<file path="config.mk">
export PLATFORM = sky130hd
export DESIGN_NAME = length_checksum_frame_parser_unit
export DESIGN_NICKNAME = d
export VERILOG_FILES = /design/src/design/flp_pkg.sv /design/src/design/flp_core.sv /design/src/design/length_checksum_frame_parser_unit.sv
export SDC_FILE = /design/constraint.sdc
export NUM_CORES = 1
export LEC_CHECK = 0
export BUFFER_PORTS_ARGS = -buffer_cell sky130_fd_sc_hd__buf_2
export CORE_MARGIN = 2
export CORE_UTILIZATION = 36
export DETAILED_ROUTE_END_ITERATION = 10
export GPL_ROUTABILITY_DRIVEN = 0
export PLACE_DENSITY = 0.57
export SLEW_MARGIN = 0
export SYNTH_ARGS = -nofsm -noshare
export SYNTH_HDL_FRONTEND = slang
export SYNTH_SLANG_ARGS = --single-unit
</file>
<file path="constraint.sdc">
create_clock -name clk -period 11 [get_ports clk]
set_clock_uncertainty 0.1 [all_clocks]
set_input_delay 2.75 -clock clk [delete_from_list [all_inputs] [get_ports clk]]
set_output_delay 2.75 -clock clk [all_outputs]
set_load 0.02 [all_outputs]
</file>
<file path="src/design/flp_pkg.sv">
package flp_pkg;

    // Framing constants
    localparam logic [7:0] START_CODE = 8'hFF;
    localparam logic [7:0] PAD_BYTE   = 8'h00;

    // Parser phases
    localparam logic [2:0] PH_SEEK = 3'd0;
    localparam logic [2:0] PH_LEN  = 3'd1;
    localparam logic [2:0] PH_LCS  = 3'd2;
    localparam logic [2:0] PH_DATA = 3'd3;
    localparam logic [2:0] PH_DCS  = 3'd4;
    localparam logic [2:0] PH_DONE = 3'd5;

    // Frame status codes
    localparam logic [2:0] ST_OK    = 3'd0;
    localparam logic [2:0] ST_START = 3'd1;
    localparam logic [2:0] ST_LCS   = 3'd2;
    localparam logic [2:0] ST_DCS   = 3'd3;
    localparam logic [2:0] ST_TRUNC = 3'd4;

    // Result kinds
    localparam logic KIND_PAYLOAD = 1'b0;
    localparam logic KIND_STATUS  = 1'b1;

    typedef struct packed {
        logic       kind;
        logic [7:0] payload_byte;
        logic [2:0] status;
        logic [7:0] frame_length;
    } flp_result_t;

endpackage

</file>
<file path="src/design/flp_core.sv">
module flp_core
    import flp_pkg::*;
(
    input  logic        clk,
    input  logic        rst_n,
    input  logic        step_en,
    input  logic [7:0]  rx_byte,
    input  logic        window_end,
    output logic        result_valid,
    output flp_result_t result
);

    logic [2:0] phase_reg,  phase_next;
    logic [7:0] length_reg, length_next;
    logic [7:0] left_reg,   left_next;
    logic [7:0] sum_reg,    sum_next;
    logic [7:0] left_dec;
    logic [7:0] len_check;
    logic [7:0] data_check;
    logic       have_payload;

    assign left_dec   = left_reg - 8'd1;
    assign len_check  = length_reg + rx_byte;
    assign data_check = sum_reg + rx_byte;

    // Advance the frame state by one item
    always_comb
    begin
        phase_next   = phase_reg;
        length_next  = length_reg;
        left_next    = left_reg;
        sum_next     = sum_reg;
        have_payload = 1'b0;
        result_valid = 1'b0;
        result       = '{kind: KIND_STATUS, payload_byte: 8'd0, status: ST_OK,
                         frame_length: length_reg};
        unique case (phase_reg)
            PH_SEEK:
            begin
                if (rx_byte == START_CODE)
                begin
                    phase_next = PH_LEN;
                end
                else if (rx_byte != PAD_BYTE || window_end)
                begin
                    result.status = ST_START;
                    result_valid  = 1'b1;
                    phase_next    = PH_DONE;
                end
            end
            PH_LEN:
            begin
                length_next = rx_byte;
                phase_next  = PH_LCS;
            end
            PH_LCS:
            begin
                if (len_check != 8'd0)
                begin
                    result.status = ST_LCS;
                    result_valid  = 1'b1;
                    phase_next    = PH_DONE;
                end
                else
                begin
                    left_next  = length_reg;
                    sum_next   = 8'd0;
                    phase_next = (length_reg == 8'd0) ? PH_DCS : PH_DATA;
                end
            end
            PH_DATA:
            begin
                sum_next     = data_check;
                left_next    = left_dec;
                have_payload = 1'b1;
                if (left_dec == 8'd0)
                begin
                    phase_next = PH_DCS;
                end
            end
            PH_DCS:
            begin
                result.status = (data_check == 8'd0) ? ST_OK : ST_DCS;
                result_valid  = 1'b1;
                phase_next    = PH_DONE;
            end
            default:
            begin
                phase_next = PH_DONE;
            end
        endcase

        // Close the window: report truncation if the frame is unfinished, then clear the frame
        if (window_end)
        begin
            if (phase_next != PH_DONE)
            begin
                result       = '{kind: KIND_STATUS, payload_byte: 8'd0, status: ST_TRUNC,
                                 frame_length: length_next};
                result_valid = 1'b1;
            end
            phase_next  = PH_SEEK;
            length_next = 8'd0;
            left_next   = 8'd0;
            sum_next    = 8'd0;
        end
        else if (have_payload)
        begin
            result       = '{kind: KIND_PAYLOAD, payload_byte: rx_byte, status: ST_OK,
                             frame_length: 8'd0};
            result_valid = 1'b1;
        end
    end

    // Hold state unless an item is processed
    always_ff @(posedge clk or negedge rst_n)
    begin
        if (!rst_n)
        begin
            phase_reg  <= PH_SEEK;
            length_reg <= 8'd0;
            left_reg   <= 8'd0;
            sum_reg    <= 8'd0;
        end
        else if (step_en)
        begin
            phase_reg  <= phase_next;
            length_reg <= length_next;
            left_reg   <= left_next;
            sum_reg    <= sum_next;
        end
    end

endmodule

</file>
<file path="src/design/length_checksum_frame_parser_unit.sv">
// An accepted input item is held in the input register; its result, if it has one,
// is registered in the output register, from which the receiver takes it.
// Throughput: 1 item per cycle while the output is not held; each byte needs one phase update and one 8-bit add.
// Back-pressure on the output stalls the input register, which stalls the input side.
// Reset (rst_n, asynchronous, active low) empties both registers and returns the
// parser to seeking the start code with length, count and sum cleared.
module length_checksum_frame_parser_unit
    import flp_pkg::*;
(
    input  logic        clk,
    input  logic        rst_n,
    input  logic        s_axis_tvalid,
    output logic        s_axis_tready,
    input  logic [7:0]  s_axis_tdata,   // [7:0] rx_byte
    input  logic        s_axis_tlast,   // window_end
    output logic        m_axis_tvalid,
    input  logic        m_axis_tready,
    output logic [23:0] m_axis_tdata,   // [7:0] payload_byte, [10:8] status,
                                        // [18:11] frame_length, [23:19] zero
    output logic        m_axis_tuser    // kind
);

    logic        in_valid_reg;
    logic [7:0]  in_byte_reg;
    logic        in_last_reg;
    logic        out_valid_reg;
    flp_result_t out_reg;
    logic        out_free;
    logic        step_en;
    logic        res_valid;
    flp_result_t res;

    assign out_free      = !out_valid_reg || m_axis_tready;
    assign step_en       = in_valid_reg && out_free;
    assign s_axis_tready = !in_valid_reg || step_en;

    flp_core u_core (
        .clk          (clk),
        .rst_n        (rst_n),
        .step_en      (step_en),
        .rx_byte      (in_byte_reg),
        .window_end   (in_last_reg),
        .result_valid (res_valid),
        .result       (res)
    );

    // Input register: take a new item when empty or whenever the current one moves on
    always_ff @(posedge clk or negedge rst_n)
    begin
        if (!rst_n)
        begin
            in_valid_reg <= 1'b0;
        end
        else if (s_axis_tvalid && s_axis_tready)
        begin
            in_valid_reg <= 1'b1;
        end
        else if (step_en)
        begin
            in_valid_reg <= 1'b0;
        end
    end

    always_ff @(posedge clk)
    begin
        if (s_axis_tvalid && s_axis_tready)
        begin
            in_byte_reg <= s_axis_tdata;
            in_last_reg <= s_axis_tlast;
        end
    end

    // Result register: load a result, drop it once taken
    always_ff @(posedge clk or negedge rst_n)
    begin
        if (!rst_n)
        begin
            out_valid_reg <= 1'b0;
        end
        else if (step_en && res_valid)
        begin
            out_valid_reg <= 1'b1;
        end
        else if (m_axis_tready)
        begin
            out_valid_reg <= 1'b0;
        end
    end

    always_ff @(posedge clk)
    begin
        if (step_en && res_valid)
        begin
            out_reg <= res;
        end
    end

    assign m_axis_tvalid = out_valid_reg;
    assign m_axis_tuser  = out_reg.kind;
    assign m_axis_tdata  = {5'd0, out_reg.frame_length, out_reg.status, out_reg.payload_byte};

`ifndef NO_ASSERTIONS
    // A payload item carries no status and no length
    assert property (@(posedge clk) disable iff (!rst_n)
        m_axis_tvalid && m_axis_tuser == KIND_PAYLOAD |-> m_axis_tdata[18:8] == 11'd0)
        else $error("payload item with nonzero status or length");

    // A status item carries a defined code and no payload byte
    assert property (@(posedge clk) disable iff (!rst_n)
        m_axis_tvalid && m_axis_tuser == KIND_STATUS
        |-> m_axis_tdata[10:8] <= ST_TRUNC && m_axis_tdata[7:0] == 8'd0)
        else $error("status item malformed");

    // A waiting input item is kept until processed
    assert property (@(posedge clk) disable iff (!rst_n)
        in_valid_reg && !step_en |=> in_valid_reg && $stable(in_byte_reg)
        && $stable(in_last_reg))
        else $error("input register lost a waiting item");

    // A produced result always shows up on the output
    assert property (@(posedge clk) disable iff (!rst_n)
        step_en && res_valid |=> m_axis_tvalid)
        else $error("result dropped");
`endif

endmodule
</file>
# [Yosys cells after proc, flatten, opt, wreduce, memory -nomap -nowiden]
# Index checks and enable logic that the tools add are counted.
[totals] ff_bits=58 inputBits=13
[op_classes] n_addsub=3 eq_ne=7 n_mux=35 reduce_logical=18
[op_table] operator="$mux W8" count=6
[op_table] operator="$mux W20" count=2
[op_table] operator="$pmux W8 S2" count=2
[op_table] operator="$logic_not A8 Y1" count=3
[op_table] operator="$mux W3" count=7
[op_table] operator="$add A8 B8 Y8" count=2
[op_table] operator="$reduce_bool A8 Y1" count=2
[op_table] operator="$mux W1" count=12
[op_table] operator="$pmux W3 S4" count=1
[op_table] operator="$mux W11" count=1
[op_table] operator="$pmux W3 S3" count=1
[op_table] operator="$eq A8 B8 Y1 const B" count=1
[op_table] operator="$sub A8 B1 Y8 const B" count=1
[op_table] operator="$eq A3 B2 Y1 const B" count=2
[op_table] operator="$ne A3 B3 Y1 const B" count=2
[op_table] operator="$mux W2" count=2
[op_table] operator="$reduce_bool A2 Y1" count=2
[op_table] operator="$eq A3 B1 Y1 const B" count=1
[op_table] operator="$eq A3 B3 Y1 const B" count=1
[op_table] operator="$logic_and A1 B1 Y1" count=3
[op_table] operator="$logic_not A3 Y1" count=1
[op_table] operator="$logic_or A1 B1 Y1" count=3
[op_table] operator="$pmux W1 S3" count=1
[op_table] operator="$reduce_and A3 Y1" count=1
[op_table] operator="other kinds (2)" count=3

# [Longest topological paths before layout]
[depth] depth_word=10 mapped_depth=9

# [By module]
# Synthesis repeated with hierarchy kept, for this count alone.
[hier_totals] hier_cells=324 area_unflattened_um2=3403.3
[modules_own_cells] mod="flp_core" instances=1 cells_per_inst=279 area_each_um2=2379.8 seq_area_each_um2=675.6
[modules_own_cells] mod="length_checksum_frame_parser_unit" instances=1 cells_per_inst=45 area_each_um2=1023.5 seq_area_each_um2=920.9

# [Worst setup path before layout]
# No wires, ideal clock.
[synth_path] path_type="input-to-output" startpoint="input m_axis_tready" endpoint="output s_axis_tready" arrival_time_ps=3045 path_slack_ps=5105 stages=2 path_buffers=0 cell_sequence="nor2b_1 -> nand2_1"
[synth_between] elab_chain_len=3
[synth_lines] item="start, declared" line="length_checksum_frame_parser_unit.sv:17" rtl="input logic m_axis_tready,"
[synth_lines] item="$logic_or A1 B1 Y1" line="length_checksum_frame_parser_unit.sv:33" rtl="assign out_free = !out_valid_reg || m_axis_tready;"
[synth_lines] item="$logic_and A1 B1 Y1" line="length_checksum_frame_parser_unit.sv:34" rtl="assign step_en = in_valid_reg && out_free;"
[synth_lines] item="$logic_or A1 B1 Y1" line="length_checksum_frame_parser_unit.sv:35" rtl="assign s_axis_tready = !in_valid_reg || step_en;"
[synth_lines] item="end, declared" line="length_checksum_frame_parser_unit.sv:13" rtl="output logic s_axis_tready,"
# Every way passes these cells.

# [Final worst setup path]
# Same ends and word-level chain as after synthesis.

==> impl_metrics.env <==
export IMPL_reg2reg_depth=8
export IMPL_drt_total_wl_um=8700
export IMPL_ir_drop_uv=101
export IMPL_io_buffers=34
export IMPL_hold_path_startpoint="u_core.sum_reg[0]"
export IMPL_grt_pass1_vias=2757
export IMPL_max_freq_ghz=0.164
export IMPL_synth_seq_cells=58
export IMPL_path_delay_family="buffers and inverters"
export IMPL_htreeDepth=3
export IMPL_place_hpwl_um=6070
export IMPL_largest_reg_flops=19
export IMPL_dieArea_um2=10600
export IMPL_slowest_delay_ps=160
export IMPL_cp_common_cell="buf_2"
export IMPL_hold_path_end="u_core.sum_reg[0]"
export IMPL_relSlewSlack_pct=24.3
export IMPL_finalHoldViolations=0
export IMPL_cts_reportedPaths_clkPinSlew_ps=70
export IMPL_crit_path_max_fanout=3
export IMPL_rows=36
export IMPL_cts_resized=0
export IMPL_netlist_cell_type_count=61
export IMPL_cts_sinks=58
export IMPL_holdBufCountCts=0
export IMPL_fin_tns_setup_ps=0
export IMPL_synthXorXnorAreaFrac_pct=2.63
export IMPL_fin_cells=517
export IMPL_clk_latency_ps=340
export IMPL_mostFrequentLayoutCells="buf_2 (34), edfxtp_1 (29), dfrtp_1 (29)"
export IMPL_grt_first_pass_wirelength_um=14600
export IMPL_worstPathCellList="buf_2 > nor2b_1 > nand2_1 > buf_2"
export IMPL_p_leak_nw=1.65
export IMPL_synth_ff_type="edfxtp_1"
export IMPL_cp_start_kind="primary input"
export IMPL_worst_slew_pin_slew_ps=1130
export IMPL_grt_max_degree=30
export IMPL_fp_dieW_um=103
export IMPL_avgSynthCellArea_um2=10.2
export IMPL_vias=2813
export IMPL_required_ps=8150
export IMPL_vias_per_cell=5.44
export IMPL_rsz0062_at_grt="false"
export IMPL_synth_mux_area_share_pct=2.31
export IMPL_finalSetupViolCount=0
export IMPL_multiInputGateArea_um2=1820
export IMPL_io_pins=40
export IMPL_drv_slew=0
export IMPL_synth_top_family_by_area="compound AO/OA/AOI/OAI gates"
export IMPL_drt_iter0_drc=271
export IMPL_synth_edff_count=29
export IMPL_first_pass_iters=5
export IMPL_largest_register="m_axis_tdata"
export IMPL_utilization_pct=41.5
export IMPL_crit_arrival_ps=3250
export IMPL_synth_fa_ha_area_share_pct=6.81
export IMPL_die_h_um=103
export IMPL_r2r_end="m_axis_tdata[11]"
export IMPL_numPlacedInstances=501
export IMPL_fin_area_um2=4000
export IMPL_register_area_um2=1600
export IMPL_synthArstFlopShare_pct=50.0
export IMPL_seq_area_frac_synth_pct=45.3
export IMPL_regToRegSetupSlack_ps=6890
export IMPL_yosysWarningCount=0
export IMPL_cts_tree="done"
export IMPL_yosys_area_share_simple_pct=19.3
export IMPL_syn_cell_area_um2=3530
export IMPL_diodes=0
export IMPL_holdCritPathClass="register to register"
export IMPL_ant_nets=0
export IMPL_final_common_cell="buf_2"
export IMPL_placed_area_um2=3790
export IMPL_grt_overflow=0
export IMPL_crit_slowest_cell="buf_2"
export IMPL_area_delta_synth_final_pct=13.4
export IMPL_num_nets_final=410
export IMPL_grt_total_usage_pct=18.2
export IMPL_max_cap_violations=0
export IMPL_end_kind="primary output"
export IMPL_post_cts_buffers=0
export IMPL_status="complete, no violations"
export IMPL_antenna_found_initial=0
export IMPL_finalCriticalPeriod_ps=6100
export IMPL_clockBufferDepth=2
export IMPL_netlist_instances=346
export IMPL_wl_per_cell_um=16.8
export IMPL_criticalPathCategory="primary input to primary output"
export IMPL_synth_compound_area_share_pct=20.1
export IMPL_crit_buf_inv=2
export IMPL_drc_errors=0
export IMPL_holdPathStages=2
export IMPL_coreArea_um2=9640
export IMPL_r2r_start="in_byte_reg[0]"
export IMPL_root_buffer="clkbuf_8"
export IMPL_drive_gt1_share_pct=17.7
export IMPL_layout_worst_path_cycle_share_pct=55.5
export IMPL_start_util_pct=36.6
export IMPL_numCtsBuffers=9
export IMPL_fill_cells=949
export IMPL_p_per_area_nw_per_um2=235
-- through the flow --
stage	hold WS (ps)	setup WS [ps]	power, mW
2_1_floorplan	361	5100	0.631
3_5_place_dp	392	4900	0.737
6_report	405	4900	0.939
3_3_place_gp	381	4910	0.728
4_1_cts	409	4890	0.943
5_1_grt	435	4830	1.01
-- how the worst max path moves through the flow --
| stage | startpoint | end | slack (ps) | cells past startpoint |
|---|---|---|---|---|
| 6_report | m_axis_tready | s_axis_tready | 4900 | 4 |
| 5_1_grt | m_axis_tready | s_axis_tready | 4830 | 4 |
| 4_1_cts | m_axis_tready | s_axis_tready | 4890 | 4 |
| 3_5_place_dp | m_axis_tready | s_axis_tready | 4900 | 4 |
| 3_3_place_gp | m_axis_tready | s_axis_tready | 4910 | 4 |
| 2_1_floorplan | m_axis_tready | s_axis_tready | 5100 | 2 |
-- report_power, final --
group          switching [mW]  internal [mW]
clock                  0.0880          0.116
combinational           0.224          0.141
sequential             0.0702          0.300
total                   0.383          0.556
-- worst reg2reg max path: cells and delay by family, from the launching register on --
kind,cells,cell delay [ps]
compound gates,2,820
fa+ha+maj,2,760
flops,1,560
simple gates,4,1490
-- cell usage after synthesis (3+ instances only) --
cell type  number  area share [%]
o21ai_1        11             1.6
nor3_1         12             1.7
a21o_1          5             1.1
nor4_1          7             1.2
or4_1           3            0.64
clkbuf_1       10             1.1
and3_1          4            0.71
and2_1         15             2.7
ha_1           16             5.7
edfxtp_1       29              25
inv_1           8            0.85
a21oi_1        25             3.5
nand2b_1        5            0.89
xor2_1          4            0.99
nor2b_1        12             2.1
a22o_1          9             2.2
dfrtp_1        29              21
mux2_4          4             1.7
nor2_1         25             2.7
nand4_1         5            0.89
a31oi_1         3            0.53
o31ai_1         9             1.9
nand3_1         4            0.57
buf_4           5             1.1
o21ai_0        18             2.6
nand2_1        25             2.7
xnor2_1         4            0.99
-- kinds of logic (layout without fill, tap and decap cells) --
logic type                 Yosys count  in the layout
DFF                                 58             58
AOI/OAI and AO/OA                  101            101
and+or+nand+nor                    127            127
buffers and inverters               26             60
muxes                                6              6
adders and majority gates           18             18
xor gates and xnor gates             9              9
other                                1              5
-- final cells by class --
| type | instances | share of cell area, % |
|---|---|---|
| Clock buffer | 11 | 3.79 |
| Clock inverter | 5 | 1.31 |
| Inverter | 9 | 0.845 |
| Multi-Input combinational cell | 266 | 45.5 |
| Sequential cell | 58 | 39.9 |
| Tap cell | 133 | 4.16 |
| Timing Repair Buffer | 35 | 4.44 |
-- metal layers --
metal / share of wire (%) / GRT usage, % / vias to the layer above
li1: - / - / 1350
met2: 47 / 29.3 / 102
met5: 0 / 0 / -
met1: 45 / 23.7 / 1342
met4: 2.2 / 6.88 / 0
met3: 6.2 / 4.41 / 19
(Power assumes the default switching activity.)
